### src/hw/rtl/cevq_pkg.sv
package cevq_pkg;

   // field widths of the transactions
   localparam int unsigned ID_BITS      = 16;
   localparam int unsigned DATA_BITS    = 32;
   localparam int unsigned STATUS_BITS  = 3;
   localparam int unsigned FILL_BITS    = 5;
   localparam int unsigned CSR_IDX_BITS = 8;

   // operation codes
   localparam logic ACT_POST = 1'b0;
   localparam logic ACT_TAKE = 1'b1;

   // result status codes
   localparam logic [STATUS_BITS-1:0] ST_QUEUED    = 3'd0;
   localparam logic [STATUS_BITS-1:0] ST_COALESCED = 3'd1;
   localparam logic [STATUS_BITS-1:0] ST_OVERFLOW  = 3'd2;
   localparam logic [STATUS_BITS-1:0] ST_DELIVERED = 3'd3;
   localparam logic [STATUS_BITS-1:0] ST_EMPTY     = 3'd4;

   // register indexes
   localparam logic [CSR_IDX_BITS-1:0] CSR_REDRAW_ID    = 8'd0;
   localparam logic [CSR_IDX_BITS-1:0] CSR_ANIMATION_ID = 8'd1;

   // register reset values
   localparam logic [ID_BITS-1:0] REDRAW_ID_RESET    = 16'd1;
   localparam logic [ID_BITS-1:0] ANIMATION_ID_RESET = 16'd2;

   // pending mark bits
   localparam logic [1:0] MARK_NONE      = 2'b00;
   localparam logic [1:0] MARK_REDRAW    = 2'b01;
   localparam logic [1:0] MARK_ANIMATION = 2'b10;

   typedef struct packed {
      logic                 action;
      logic [ID_BITS-1:0]   event_id;
      logic [DATA_BITS-1:0] event_payload;
   } req_type;

   typedef struct packed {
      logic [STATUS_BITS-1:0] status;
      logic [ID_BITS-1:0]     out_id;
      logic [DATA_BITS-1:0]   out_payload;
      logic [FILL_BITS-1:0]   fill_level;
   } rsp_type;

   typedef struct packed {
      logic [ID_BITS-1:0] redraw_id;
      logic [ID_BITS-1:0] animation_id;
   } kind_ids_type;

   // redraw wins when both registers hold the same id
   function automatic logic [1:0] kind_mark(input logic [ID_BITS-1:0] id,
                                            input kind_ids_type ids);
      logic [1:0] mark;
      mark = MARK_NONE;
      if (id == ids.redraw_id) begin
         mark = MARK_REDRAW;
      end else if (id == ids.animation_id) begin
         mark = MARK_ANIMATION;
      end
      return mark;
   endfunction

endpackage

### src/hw/rtl/coalescing_event_queue.sv
// channel   ports                         direction  payload
// request   req_valid req_ready req_data  in         cevq_pkg::req_type
// response  rsp_valid rsp_ready rsp_data  out        cevq_pkg::rsp_type
// csr       csr_valid csr_ready           in         csr_index, csr_wdata
//
// a post has its result registered at the accepting edge
// a take on a non-empty queue goes through the registered slot ram read, then the result register
// a take on an empty queue has its result registered at the accepting edge
// a new transaction is accepted once no slot read is outstanding and the response register is free or being drained
// reset clears pointers, count, pending marks and registers; slot ram is not cleared
module coalescing_event_queue #(
   parameter int unsigned QUEUE_DEPTH  = 16,
   parameter int unsigned PAYLOAD_BITS = 32
) (
   input  logic                              clock,
   input  logic                              reset,
   input  logic                              req_valid,
   output logic                              req_ready,
   input  cevq_pkg::req_type                 req_data,
   output logic                              rsp_valid,
   input  logic                              rsp_ready,
   output cevq_pkg::rsp_type                 rsp_data,
   input  logic                              csr_valid,
   output logic                              csr_ready,
   input  logic [cevq_pkg::CSR_IDX_BITS-1:0] csr_index,
   input  logic [cevq_pkg::ID_BITS-1:0]      csr_wdata
);

   import cevq_pkg::*;

   localparam int unsigned AW         = $clog2(QUEUE_DEPTH);
   localparam int unsigned CW         = $clog2(QUEUE_DEPTH + 1);
   localparam int unsigned STORE_BITS = (PAYLOAD_BITS < DATA_BITS) ? PAYLOAD_BITS : DATA_BITS;
   localparam int unsigned SLOT_BITS  = ID_BITS + STORE_BITS;

   localparam logic ST_IDLE = 1'b0;
   localparam logic ST_READ = 1'b1;

   kind_ids_type ids;

   logic          state_ff, state_in;
   logic [AW-1:0] rd_ptr_ff, rd_ptr_in;
   logic [CW-1:0] count_ff, count_in;
   logic [1:0]    pending_ff, pending_in;
   logic          rsp_valid_ff, rsp_valid_in;
   rsp_type       rsp_ff, rsp_in;

   logic                 req_fire;
   logic [1:0]           post_mark;
   logic [1:0]           take_mark;
   logic [CW:0]          wr_sum;
   logic [CW:0]          wr_wrap;
   logic [AW-1:0]        wr_addr;
   logic                 wr_en;
   logic                 rd_en;
   logic [SLOT_BITS-1:0] slot_wdata;
   logic [SLOT_BITS-1:0] slot_rdata;
   logic [ID_BITS-1:0]   slot_id;
   logic [STORE_BITS-1:0] slot_payload;

   // configuration registers
   cevq_csr u_csr (
      .clock     (clock),
      .reset     (reset),
      .csr_valid (csr_valid),
      .csr_index (csr_index),
      .csr_wdata (csr_wdata),
      .ids       (ids)
   );

   assign csr_ready = 1'b1;

   // handshakes
   assign req_ready = (state_ff == ST_IDLE) && (!rsp_valid_ff || rsp_ready);
   assign req_fire  = req_valid && req_ready;

   // tail slot: head plus count, wrapped once
   assign wr_sum  = (CW+1)'(rd_ptr_ff) + (CW+1)'(count_ff);
   assign wr_wrap = (wr_sum >= (CW+1)'(QUEUE_DEPTH)) ? wr_sum - (CW+1)'(QUEUE_DEPTH) : wr_sum;
   assign wr_addr = wr_wrap[AW-1:0];

   assign post_mark    = kind_mark(req_data.event_id, ids);
   assign slot_wdata   = {req_data.event_id, req_data.event_payload[STORE_BITS-1:0]};
   assign slot_id      = slot_rdata[SLOT_BITS-1:STORE_BITS];
   assign slot_payload = slot_rdata[STORE_BITS-1:0];
   assign take_mark    = kind_mark(slot_id, ids);

   // slot storage
   cevq_ram #(
      .WIDTH (SLOT_BITS),
      .DEPTH (QUEUE_DEPTH)
   ) u_slots (
      .clock   (clock),
      .wr_en   (wr_en),
      .wr_addr (wr_addr),
      .wr_data (slot_wdata),
      .rd_en   (rd_en),
      .rd_addr (rd_ptr_ff),
      .rd_data (slot_rdata)
   );

   // queue control and result formation
   always_comb begin
      state_in     = state_ff;
      rd_ptr_in    = rd_ptr_ff;
      count_in     = count_ff;
      pending_in   = pending_ff;
      rsp_valid_in = rsp_valid_ff && !rsp_ready;
      rsp_in       = rsp_ff;
      wr_en        = 1'b0;
      rd_en        = 1'b0;

      priority if (state_ff == ST_READ) begin
         // slot data is back, finish the take
         pending_in         = pending_ff & ~take_mark;
         rsp_in.status      = ST_DELIVERED;
         rsp_in.out_id      = slot_id;
         rsp_in.out_payload = DATA_BITS'(slot_payload);
         rsp_in.fill_level  = FILL_BITS'(count_ff);
         rsp_valid_in       = 1'b1;
         state_in           = ST_IDLE;
      end else if (req_fire && req_data.action == ACT_POST) begin
         rsp_in.out_id      = '0;
         rsp_in.out_payload = '0;
         rsp_valid_in       = 1'b1;
         priority if ((post_mark & pending_ff) != MARK_NONE) begin
            rsp_in.status = ST_COALESCED;
         end else if (count_ff < CW'(QUEUE_DEPTH)) begin
            wr_en         = 1'b1;
            count_in      = count_ff + CW'(1);
            pending_in    = pending_ff | post_mark;
            rsp_in.status = ST_QUEUED;
         end else begin
            rsp_in.status = ST_OVERFLOW;
         end
         rsp_in.fill_level = FILL_BITS'(count_in);
      end else if (req_fire) begin
         if (count_ff == '0) begin
            rsp_in.status      = ST_EMPTY;
            rsp_in.out_id      = '0;
            rsp_in.out_payload = '0;
            rsp_in.fill_level  = FILL_BITS'(count_ff);
            rsp_valid_in       = 1'b1;
         end else begin
            rd_en     = 1'b1;
            count_in  = count_ff - CW'(1);
            rd_ptr_in = (rd_ptr_ff == AW'(QUEUE_DEPTH - 1)) ? '0 : rd_ptr_ff + AW'(1);
            state_in  = ST_READ;
         end
      end else begin
         state_in = ST_IDLE;
      end
   end

   always_ff @(posedge clock) begin
      if (reset) begin
         state_ff     <= ST_IDLE;
         rd_ptr_ff    <= '0;
         count_ff     <= '0;
         pending_ff   <= MARK_NONE;
         rsp_valid_ff <= 1'b0;
      end else begin
         state_ff     <= state_in;
         rd_ptr_ff    <= rd_ptr_in;
         count_ff     <= count_in;
         pending_ff   <= pending_in;
         rsp_valid_ff <= rsp_valid_in;
      end
   end

   always_ff @(posedge clock) begin
      rsp_ff <= rsp_in;
   end

   assign rsp_valid = rsp_valid_ff;
   assign rsp_data  = rsp_ff;

   // the count never runs past the ring
   assert property (@(posedge clock) disable iff (reset) count_ff <= CW'(QUEUE_DEPTH))
      else $error("queue count exceeds depth");

   // an accepted take on a non-empty queue always enters the read state
   assert property (@(posedge clock) disable iff (reset)
      (req_fire && req_data.action == ACT_TAKE && count_ff != '0) |=> state_ff == ST_READ)
      else $error("take did not start a slot read");

   // a finished slot read always produces a response
   assert property (@(posedge clock) disable iff (reset)
      state_ff == ST_READ |=> (rsp_valid_ff && rsp_ff.status == ST_DELIVERED))
      else $error("slot read produced no delivery");

   // no request is taken while a slot read is outstanding
   assert property (@(posedge clock) disable iff (reset) state_ff == ST_READ |-> !req_ready)
      else $error("request accepted during slot read");

endmodule

### src/hw/rtl/cevq_ram.sv
module cevq_ram #(
   parameter int unsigned WIDTH = 48,
   parameter int unsigned DEPTH = 16
) (
   input  logic                     clock,
   input  logic                     wr_en,
   input  logic [$clog2(DEPTH)-1:0] wr_addr,
   input  logic [WIDTH-1:0]         wr_data,
   input  logic                     rd_en,
   input  logic [$clog2(DEPTH)-1:0] rd_addr,
   output logic [WIDTH-1:0]         rd_data
);

   logic [WIDTH-1:0] mem [DEPTH];
   logic [WIDTH-1:0] rd_data_ff;

   // one write port, one registered read port
   always_ff @(posedge clock) begin
      if (wr_en) begin
         mem[wr_addr] <= wr_data;
      end
      if (rd_en) begin
         rd_data_ff <= mem[rd_addr];
      end
   end

   assign rd_data = rd_data_ff;

endmodule

### src/hw/rtl/cevq_csr.sv
module cevq_csr (
   input  logic                              clock,
   input  logic                              reset,
   input  logic                              csr_valid,
   input  logic [cevq_pkg::CSR_IDX_BITS-1:0] csr_index,
   input  logic [cevq_pkg::ID_BITS-1:0]      csr_wdata,
   output cevq_pkg::kind_ids_type            ids
);

   import cevq_pkg::*;

   kind_ids_type ids_ff;
   kind_ids_type ids_in;

   // decode register writes, unknown indexes are dropped
   always_comb begin
      ids_in = ids_ff;
      if (csr_valid) begin
         if (csr_index == CSR_REDRAW_ID) begin
            ids_in.redraw_id = csr_wdata;
         end else if (csr_index == CSR_ANIMATION_ID) begin
            ids_in.animation_id = csr_wdata;
         end
      end
   end

   always_ff @(posedge clock) begin
      if (reset) begin
         ids_ff.redraw_id    <= REDRAW_ID_RESET;
         ids_ff.animation_id <= ANIMATION_ID_RESET;
      end else begin
         ids_ff <= ids_in;
      end
   end

   assign ids = ids_ff;

endmodule
### config.mk
export PLATFORM = sky130hd
export DESIGN_NAME = coalescing_event_queue
export DESIGN_NICKNAME = d
export VERILOG_FILES = /design/src/hw/rtl/cevq_pkg.sv /design/src/hw/rtl/coalescing_event_queue.sv /design/src/hw/rtl/cevq_ram.sv /design/src/hw/rtl/cevq_csr.sv
export SDC_FILE = /design/constraint.sdc
export NUM_CORES = 1
export LEC_CHECK = 0
export BUFFER_PORTS_ARGS = -buffer_cell sky130_fd_sc_hd__buf_2
export CAP_MARGIN = 20
export CORE_MARGIN = 4
export CORE_UTILIZATION = 35
export DETAILED_ROUTE_END_ITERATION = 8
export PLACE_DENSITY_LB_ADDON = 0.3
export SLEW_MARGIN = 20
export SYNTH_ARGS = -nofsm -noshare
export SYNTH_HDL_FRONTEND = slang
export SYNTH_SLANG_ARGS = --single-unit
### constraint.sdc
create_clock -name clock -period 6.72 [get_ports clock]
set_input_delay 0.336 -clock clock [delete_from_list [all_inputs] [get_ports clock]]
set_output_delay 0.336 -clock clock [all_outputs]
set_load 0.1 [all_outputs]
==> results of run 1 <==
placed cells by master, fill, tap and decap left out, drive strengths merged, types with 2 or more instances in the layout:
cell           n
ha             7
mux4         240
xor2           2
edfxtp       869
a31o           2
buf          166
xnor2         70
nand2b         5
dlygate4sd3   16
o21ai          6
clkinv        37
mux2i         32
nor3           9
a31oi          4
nand3          9
bufinv         3
a211o          2
clkinvlp       2
and2          49
and3           2
diode          6
a22oi          4
nor2          60
nor2b          3
dfxtp         48
nor4b          2
nand3b         2
a21oi          9
inv            9
mux2           2
nand2         16
nor4          12
clkbuf       118
nand4         20
flip-flops by register name (all words and copies together), names as in the netlist:
signal,count
u_slots.mem,768
rsp_data,56
u_slots.rd_data,48
u_csr.ids,32
count_ff,5
rd_ptr_ff,4
pending_ff,2
rsp_valid,1
state_ff,1
power groups by stage:
stage	Combinational [mW]	Clock [mW]	Sequential, mW
global route	2.08	5.11	6.78
detailed placement	1.98	0	6.87
floorplan	0.904	0	7.40
finish	1.96	4.74	6.75
global placement	1.96	0	6.87
CTS	2.00	4.86	6.76
per-layer routing:
layer | global-route usage (%) | up-vias | wire length [um]
li1 | - | 6952 | -
met1 | 21.1 | 8771 | 35000
met2 | 23.8 | 513 | 37700
met3 | 3.58 | 125 | 5510
met4 | 3.88 | 10 | 1600
met5 | 0 | - | 60
kinds of logic (layout without fill, tap and decap cells):
logic type      after synthesis  count (layout)  share of synthesized area, %
simple gates                191             191                          3.15
compound gates               33              33                         0.635
fa+ha+maj                     8               8                         0.305
other cells                   1               7                        0.0106
xor+xnor                     72              72                          1.79
flops                       917             917                          76.7
buf+inv                      81             351                          1.13
mux                         274             274                          16.3
worst max-delay path, delay by kind of cell (launching register included):
kind / cells / cell delay (ps)
AND/OR/NAND/NOR: 3 / 1180
buffers and inverters: 1 / 560
adder cells (fa/ha/maj): 2 / 940
flip-flops: 1 / 900
metrics by stage:
stage               utilization, %  instances  hold slack (ps)  instance area [sq um]  setup slack (ps)
floorplan                        -       1577              435                  35300              1620
global placement              37.6       2959              467                  37600              2560
detailed placement            37.7       2964              465                  37700              2600
CTS                           40.6       3145             31.6                  40600              2600
global route                  40.6       3146             62.9                  40600              2430
finish                        40.6       3151             83.3                  40600              2750
worst max-delay path by stage:
stage               slack (ps)             endpoint    startpoint
global route              2430   u_slots.mem[4][46]  rd_ptr_ff[0]
detailed placement        2600    u_slots.mem[6][9]  req_data[39]
global placement          2560  u_slots.mem[12][23]  rd_ptr_ff[0]
finish                    2750    u_slots.mem[4][2]  rd_ptr_ff[0]
floorplan                 1620   u_slots.mem[13][0]     rsp_valid
CTS                       2600    u_slots.mem[4][7]  rd_ptr_ff[0]
layout make-up:
type                       instances  share of cell area (%)
multi-input combinational        579                    19.6
antenna                            6                  0.0370
inverter                           4                  0.0370
clock buffer                     118                    5.91
clock inverter                    47                   0.856
tap                             1298                    4.00
sequential                       917                    66.6
timing repair buffer             182                    2.88
what timing repair did:
| action | 4_1_cts | 5_1_grt |
|---|---|---|
| gates resized for setup | 0 | 0 |
| endpoints found under the hold margin | 31 | 0 |
| hold buffers | 16 | 0 |
==> run summary, run 1 <==
sequential cell fraction of total power: 50.2%
Synth Cell Area: 0.0353 sq mm
P_int: 9.85 mW
Fmax: 0.252 GHz
Post-Synthesis Cells: 1577
required time worst endpoint: 6990 ps
global route overflow: 0
sequential element share of the synthesized area: 76.7%
Area growth syn-to-layout: 15.1%
syn_area_per_cell: 22.4 sq um
total negative slack: 0 ps
share of cells above drive strength 1: 30.4%
TritonCTS clock tree: yes
Worst setup SP type: flop
period utilisation layout: 59.1%
min-delay src: req_data[9]
#FFs+latches synth: 917
IO Port Bufs: 135
post-synthesis cell type with the largest combined area: edfxtp_1
Switch Pwr: 3.60 mW
Nets: 1860
most frequent cell after synthesis: edfxtp_1
Slowest-stage cell, CP: dfxtp_4
CTS Buf Count: 90
Fillers: 8631
crit path DAT: 4240 ps
router iterations before antenna repair: 7
Slew headroom: 28.8%
min Tclk post-route: 3970 ps
crit path max fanout: 43
Max Cap Viol: 0
R2R Path End: u_slots.mem[4][2]
CP Cell Sequence: ha_1 > fa_1 > nor2_1 > nand2_1 > nor2_4 > buf_4
worst hold path endpoint: u_slots.mem[10][9]
Hold Crit Depth: 1
Initial Util: 35.3%
ranking of synthesized cells by area: edfxtp_1 74%, mux4_2 15%, dfxtp_1 2.7%, xnor2_1 1.7%, mux2i_1 0.91%
RSZ-0062 raised after global routing: no
DR vias/cell: 5.20
Post-synth top cells: 869 x edfxtp_1, 240 x mux4_2, 70 x xnor2_1
CP Capture Type: flop
H-tree Lvls: 3
total leakage power: 12.5 nW
post-CTS setup buffer count: 0
core area: 0.100 sq mm
largest net degree at the start of global routing: 151
CTS Sinks: 917
Logic pwr share: 14.6%
Tot Pwr: 13.4 mW
Final Skew: 25.3 ps
asr flop ratio synth: 0%
Detailed Place HPWL: 45600 um
gp weighted congestion: 0.819
clock tree buffer depth: 3
max-slew violation count: 0
Syn. warnings: 0
CTS clk-pin slew, worst paths: 60 ps
area of the multi-input gates: 0.00798 sq mm
most common flop cell mapped by yosys: edfxtp_1
Total Routed Length: 79900 um
Skew-Pair Late Insertion Delay: 650 ps
r2r startpoint: rd_ptr_ff[0]
Final setup viols: 0
Slew @ Worst Pin: 1070 ps
switching part of the total: 26.8%
# rows: 116
Post-route DRC: 0
Ports: 137
Routed wire per std cell: 25.4 um
FF/Latch Area: 0.0271 sq mm
critical path class: reg2reg
1st-iter DRT viols: 1524
DIE WIDTH: 326 um
GRT Total Usage: 15.1%
EDFF count, synth: 869
VDD IR max: 214 uV
die area: 0.106 sq mm
Die Y-Extent: 326 um
reg2reg setup slack: 2750 ps
Distinct cells, synth: 51
antenna violations before repair: 14
worst hold path type: in2reg
status: finished, final reports clean
Hold Fails Final Rpt: 0
Root Buffer Master: clkbuf_16
P per Cell Area: 331 mW/mm^2
Vias: 16400
Syn Nets: 1663
CP peak stage delay: 900 ps
number of global-route vias before repair: 17200
Clock Power Share: 35.3%
global-route wire length before repair: 118000 um
post-route ant nets: 0
R2R cell count: 6
top-area cell type share of the netlist area: 74.0%
Power figures use the tool's default switching activity.
==> inputs of run 2 (changes only) <==
ABC_AREA = 1   (was not set)
clock period = 3.35 ns   (was 6.72 ns; I/O delays follow)
==> run summary, run 2 <==
Largest register FFs: 768 (unchanged)
Crit path top cell by count: nand2_1
post-route ant nets: 0 (unchanged)
crit path DAT: 3150 ps (-1090 ps)
critical path class: in2reg
Fillers: 9431 (+9.3%)
Max Cap Viol: 0 (unchanged)
P per Cell Area: 661 mW/mm^2 (+100%)
GRT Total Usage: 16.6% (+1.6 points)
Post-synth top cells: 869 x edfxtp_1, 483 x nor2_1, 263 x nand2_1
CTS Buf Count: 96 (+6.7%)
P_int: 20.2 mW (+100%)
Synth Cell Area: 0.0364 sq mm (+3.1%)
IO Port Bufs: 135 (unchanged)
Post-route DRC: 0 (unchanged)
router iterations before antenna repair: 6 (-1)
Slew @ Worst Pin: 1100 ps (+33.5 ps)
min Tclk post-route: 2790 ps
EDFF count, synth: 869 (unchanged)
post-synthesis cell type with the largest combined area: edfxtp_1
Worst setup SP type: input port
switching part of the total: 28.7% (+1.9 points)
sequential element share of the synthesized area: 74.4% (-2.3 points)
Area growth syn-to-layout: 17.6%
asr flop ratio synth: 0% (unchanged)
DR vias/cell: 5.12 (-1.5%)
CP Capture Type: flop
total leakage power: 14.4 nW (+15%)
Detailed Place HPWL: 52400 um (+15%)
CTS clk-pin slew, worst paths: 60 ps (about the same)
TritonCTS clock tree: yes
Final setup viols: 0 (unchanged)
required time worst endpoint: 3700 ps (-3290 ps)
total negative slack: 0 ps (unchanged)
status: finished, final reports clean
sequential cell fraction of total power: 47.5% (-2.7 points)
Ports: 137 (unchanged)
Syn. warnings: 0 (unchanged)
Initial Util: 35.5% (+0.20 points)
Clock Power Share: 36.5% (+1.2 points)
VDD IR max: 403 uV (+89%)
worst hold path type: in2reg
clock tree buffer depth: 3 (unchanged)
global-route wire length before repair: 138000 um (+17%)
post_cts resized: 0 (unchanged)
H-tree Lvls: 3 (unchanged)
CP Cell Sequence: dlygate4sd3_1 > buf_2 > inv_1 > nand2_1 > nand2_1 > nor2_1 > nand2_1 > nor2_4 > nand2_4 > nand3_4 > nand4_4 > clkinv_2 > nand3_2 > nor2_4 > buf_12
commonest non-fill, non-tap cell in the layout: edfxtp_1
core area: 0.102 sq mm (+2.5%)
post-CTS setup buffer count: 0 (unchanged)
# rows: 117 (+0.86%)
Post-Synthesis Cells: 2702 (+71%)
commonest non-fill, non-tap cells in the layout: 869 x edfxtp_1, 466 x nor2_1, 262 x nand2_1
top-area cell type share of the netlist area: 71.8% (-2.2 points)
largest reg by FF count: u_slots.mem
1st-iter DRT viols: 2137 (+40%)
ant diodes: 0 (-6)
CP peak stage delay: 530 ps (-370 ps)
gp weighted congestion: 0.796 (-2.8%)
most frequent cell after synthesis: edfxtp_1
global route overflow: 0 (unchanged)
DIE WIDTH: 330 um (+1.5%)
share of cells above drive strength 1: 13.1% (-17 points)
syn_area_per_cell: 13.5 sq um (-40%)
Routed wire per std cell: 21.2 um (-16%)
Vias: 22300 (+36%)
Logic pwr share: 16.0% (+1.4 points)
crit path max fanout: 19 (-56%)
Final Skew: 19.5 ps (-5.80 ps)
Root Buffer Master: clkbuf_16
Syn Nets: 2788 (+68%)
Min Hold Slack: 72.7 ps (-10.6 ps)
most common flop cell mapped by yosys: edfxtp_1
#FFs+latches synth: 917 (unchanged)
antenna violations before repair: 1 (-13)
Distinct cells, synth: 40 (-22%)
Die Y-Extent: 330 um (+1.5%)
CTS Sinks: 917 (unchanged)
Switch Pwr: 8.11 mW (+130%)
largest net degree at the start of global routing: 235 (+56%)
period utilisation layout: 83.4%
max-slew violation count: 0 (unchanged)
Slowest-stage cell, CP: dlygate4sd3_1
die area: 0.109 sq mm (+3.0%)
number of global-route vias before repair: 21600 (+26%)
Nets: 3000 (+61%)
ranking of synthesized cells by area: edfxtp_1 72%, nor2_1 5.0%, o21ai_0 3.0%, nand2_1 2.7%, dfxtp_1 2.6%
RSZ-0062 raised after global routing: no
Slew headroom: 26.7% (-2.1 points)
Fmax: 0.358 GHz
Skew-Pair Late Insertion Delay: 670 ps (+20 ps)
Hold Fails Final Rpt: 0 (unchanged)
Total Routed Length: 92500 um (+16%)
-- run 2: cell types whose count changed in the layout (fill, tap and decap cells not counted), sizes merged, moves of 28 or more --
| cell | change |
|---|---|
| nand3 | +96 |
| and2 | -49 |
| mux2i | +51 |
| o221ai | +83 |
| nand2 | +249 |
| nor2 | +429 |
| a21oi | +28 |
| buf | +37 |
| mux4 | -240 |
| dlygate4sd3 | +56 |
| inv | +125 |
| o21ai | +227 |
| o32ai | +109 |
| xnor2 | -49 |
-- run 2: final cells by class --
cell class / count / area [sq um] / area share, %
inverter: 131 / 500 / 1.17
clock inverter: 51 / 495 / 1.16
sequential: 917 / 27100 / 63.3
tap: 1368 / 1710 / 4.00
multi-input combinational: 1493 / 8190 / 19.2
timing repair buffer: 275 / 2240 / 5.25
clock buffer: 127 / 2560 / 5.98
-- run 2: cell families after synthesis --
group,after synthesis,share of synthesized area [%]
adders and majority gates,8,0.296
buffers and inverters,292,3.45
xor gates and xnor gates,34,0.819
muxes,83,2.28
AOI/OAI and AO/OA,496,9.02
and+or+nand+nor,871,9.71
DFF,917,74.4
other,1,0.0103
-- run 2: final timing paths --
kind | start | endpoint | slack, ps | cells past startpoint
worst min-delay path | csr_index[0] | u_csr.ids[0] | 70 | 4
worst max-delay path | req_data[45] | u_slots.mem[7][43] | 560 | 15
worst max register to register | u_csr.ids[29] | u_slots.mem[7][43] | 600 | 13
worst min register to register | rsp_data[53] | rsp_data[53] | 480 | 2
-- run 2: critical path: cells and delay by family --
kind,cells,cell delay [ps]
simple gates,10,1660
buf+inv,5,1300
-- run 2: per-layer routing --
| layer | global-route usage, % | wire [um] | up-vias |
|---|---|---|---|
| met5 | 0 | 7 | - |
| met4 | 4.27 | 1700 | 2 |
| met3 | 2.27 | 5200 | 117 |
| met2 | 27.1 | 44100 | 665 |
| met1 | 23.6 | 41500 | 11200 |
| li1 | - | - | 10400 |
-- run 2: repair_timing --
item                       in CTS  in global routing
setup endpoints to repair       0                  0
hold endpoints to repair      813                  0
hold buffers                   72                  0
-- run 2: metrics by stage --
step | power (mW) | util, % | worst slack (ps) | cells | cell area [sq um]
after global placement | 18.2 | 38.1 | 494 | 4112 | 39000
final | 28.3 | 41.7 | 556 | 4362 | 42800
after CTS | 28.6 | 41.7 | 603 | 4362 | 42800
after detailed placement | 18.2 | 38.1 | 457 | 4112 | 39000
after floorplan | 16.9 | - | 27.0 | 2702 | 36500
after global routing | 29.4 | 41.7 | 429 | 4362 | 42800
-- run 2: power groups by stage --
stage / Sequential, mW / Clock (mW) / Combinational, mW
after global routing: 13.5 / 11.0 / 4.89
after floorplan: 14.8 / 0 / 2.05
final: 13.4 / 10.3 / 4.53
after detailed placement: 13.7 / 0 / 4.51
after CTS: 13.4 / 10.5 / 4.59
after global placement: 13.7 / 0 / 4.50
==> inputs of run 3 (changes only) <==
clock period = 2.4 ns   (was 3.35 ns; I/O delays follow)
==> run summary, run 3 (same netlist as run 2, synthesis figures left out) <==
status: finished, violations left
failing checks: negative setup slack
RSZ-0062 raised after global routing: yes
# rows: 117 (unchanged)
die area: 0.109 sq mm (unchanged)
Min Hold Slack: 81.9 ps (+9.21 ps)
P_int: 28.3 mW (+41%)
post-route ant nets: 0 (unchanged)
VDD IR max: 584 uV (+45%)
commonest non-fill, non-tap cells in the layout: 869 x edfxtp_1, 463 x nor2_1, 252 x nand2_1
fin area: 0.0441 sq mm (+3.1%)
CP Capture Type: flop
antenna violations before repair: 0 (-1)
Largest register FFs: 768 (unchanged)
CTS Buf Count: 95 (-1.0%)
CTS Sinks: 917 (unchanged)
DR vias/cell: 5.09 (-0.49%)
IO Port Bufs: 135 (unchanged)
worst hold path endpoint: u_csr.ids[13]
final core occ: 43.0% (+1.3 points)
Hold Fails Final Rpt: 0 (unchanged)
largest reg by FF count: u_slots.mem
crit path max fanout: 6 (-13)
R2R cell count: 7 (-6)
switching part of the total: 28.5% (-0.18 points)
Switch Pwr: 11.3 mW (+39%)
Slew @ Worst Pin: 838 ps (-261 ps)
Inst Count DP: 4175 (+1.5%)
Area growth syn-to-layout: 21.3%
Worst setup SP type: flop
commonest non-fill, non-tap cell in the layout: edfxtp_1
Slew headroom: 44.1% (+17 points)
Post-route DRC: 0 (unchanged)
Logic pwr share: 17.4% (+1.4 points)
max-slew violation count: 0 (unchanged)
1st-iter DRT viols: 2102 (-1.6%)
min-delay src: csr_index[1]
critical path class: reg2reg
GRT Total Usage: 17.0% (+0.34 points)
Skew-Pair Late Insertion Delay: 660 ps (about the same)
Cell Area, Placed: 0.0398 sq mm (+2.2%)
Root Buffer Master: clkbuf_16
gp weighted congestion: 0.816 (+2.5%)
clock tree buffer depth: 3 (unchanged)
Tot Pwr: 39.6 mW (+40%)
Nets: 3090 (+3.0%)
global route overflow: 0 (unchanged)
sequential cell fraction of total power: 47.3% (-0.2 points)
share of cells above drive strength 1: 16.2% (+3.1 points)
Ports: 137 (unchanged)
largest net degree at the start of global routing: 152 (-35%)
number of global-route vias before repair: 22100 (+2.1%)
core area: 0.102 sq mm (unchanged)
Final Skew: 41.9 ps (+22.4 ps)
Final setup viols: 38 (+38)
Initial Util: 35.5% (unchanged)
global-route wire length before repair: 140000 um (+1.5%)
r2r startpoint: rd_ptr_ff[0]
TritonCTS clock tree: yes
Max Cap Viol: 0 (unchanged)
Routed wire per std cell: 21.3 um (+0.63%)
Clock Power Share: 35.3% (-1.2 points)
crit path DAT: 2790 ps (-360 ps)
reg2reg setup slack: -50 ps (-650 ps)
period utilisation layout: 102%
total negative slack: -718 ps (-718 ps)
Hold Crit Depth: 5 (+1)
DIE WIDTH: 330 um (unchanged)
Vias: 22600 (+1.4%)
total leakage power: 15.0 nW (+3.8%)
Fmax: 0.408 GHz
Detailed Place HPWL: 55700 um (+6.4%)
Total Routed Length: 94800 um (+2.6%)
DP Worst Slack: 6.56 ps (-450 ps)
min Tclk post-route: 2450 ps
R2R Path End: u_slots.mem[7][25]
required time worst endpoint: 2750 ps (-950 ps)
router iterations before antenna repair: 5 (-1)
H-tree Lvls: 3 (unchanged)
CTS clk-pin slew, worst paths: 70 ps (about the same)
Die Y-Extent: 330 um (unchanged)
post-route worst setup slack: -49.9 ps (-605 ps)
fin cells: 4446 (+1.9%)
worst hold path type: in2reg
P per Cell Area: 899 mW/mm^2 (+36%)
==> run 3: how the worst max path moves through the flow <==
stage | to | slack [ps] | depth (start not counted) | startpoint
6_report | u_slots.mem[7][25] | -50 | 7 | rd_ptr_ff[0]
5_1_grt | u_slots.mem[7][25] | -90 | 14 | u_csr.ids[26]
4_1_cts | u_slots.mem[7][9] | -20 | 13 | u_csr.ids[16]
3_5_place_dp | u_slots.mem[12][25] | 7 | 8 | rd_ptr_ff[0]
3_3_place_gp | u_slots.mem[12][22] | 50 | 8 | rd_ptr_ff[0]
2_1_floorplan | u_slots.mem[0][0] | -650 | 9 | rsp_valid
==> run 3: repair_timing <==
item                                   in CTS  in global routing
pin swaps                                   3                 16
gates resized for setup                    14                 34
cloned                                      2                  7
endpoints found under the hold margin     809                  0
buffers inserted                            3                  6
hold buffers                               82                  0
setup endpoints to repair                  41                768
==> run 3: cell type report <==
cell class | count | area [sq um]
Clock inverter | 47 | 372
Multi-Input combinational cell | 1493 | 8280
Timing Repair Buffer | 366 | 3550
Tap cell | 1368 | 1710
Fill cell | 9350 | 58400
Clock buffer | 123 | 2570
Antenna cell | 1 | 2.50
Sequential cell | 917 | 27100
Inverter | 131 | 510
==> run 3: power groups by stage <==
stage | Combinational [mW] | Sequential (mW) | Clock, mW
4_1_cts | 6.94 | 18.7 | 14.3
3_3_place_gp | 6.79 | 19.1 | 0
3_5_place_dp | 6.80 | 19.1 | 0
5_1_grt | 7.41 | 18.8 | 15.0
6_report | 6.89 | 18.7 | 14.0
2_1_floorplan | 2.90 | 20.7 | 0
==> run 3: metal layers <==
metal	global-route usage, %	up-vias	part of all wire [%]
met4	4.69	0	2.0
met1	23.9	11300	45
met5	0	-	0
li1	-	10600	-
met3	2.47	108	5.4
met2	27.6	636	47
==> run 3: worst max-delay path: stages, from the launching register on <==
cell       delay [ps]
dfxtp_4           360
ha_1              230
fa_1              670
nand2_1           120
buf_4             170
nor2_4            200
buf_12            180
clkbuf_16         170
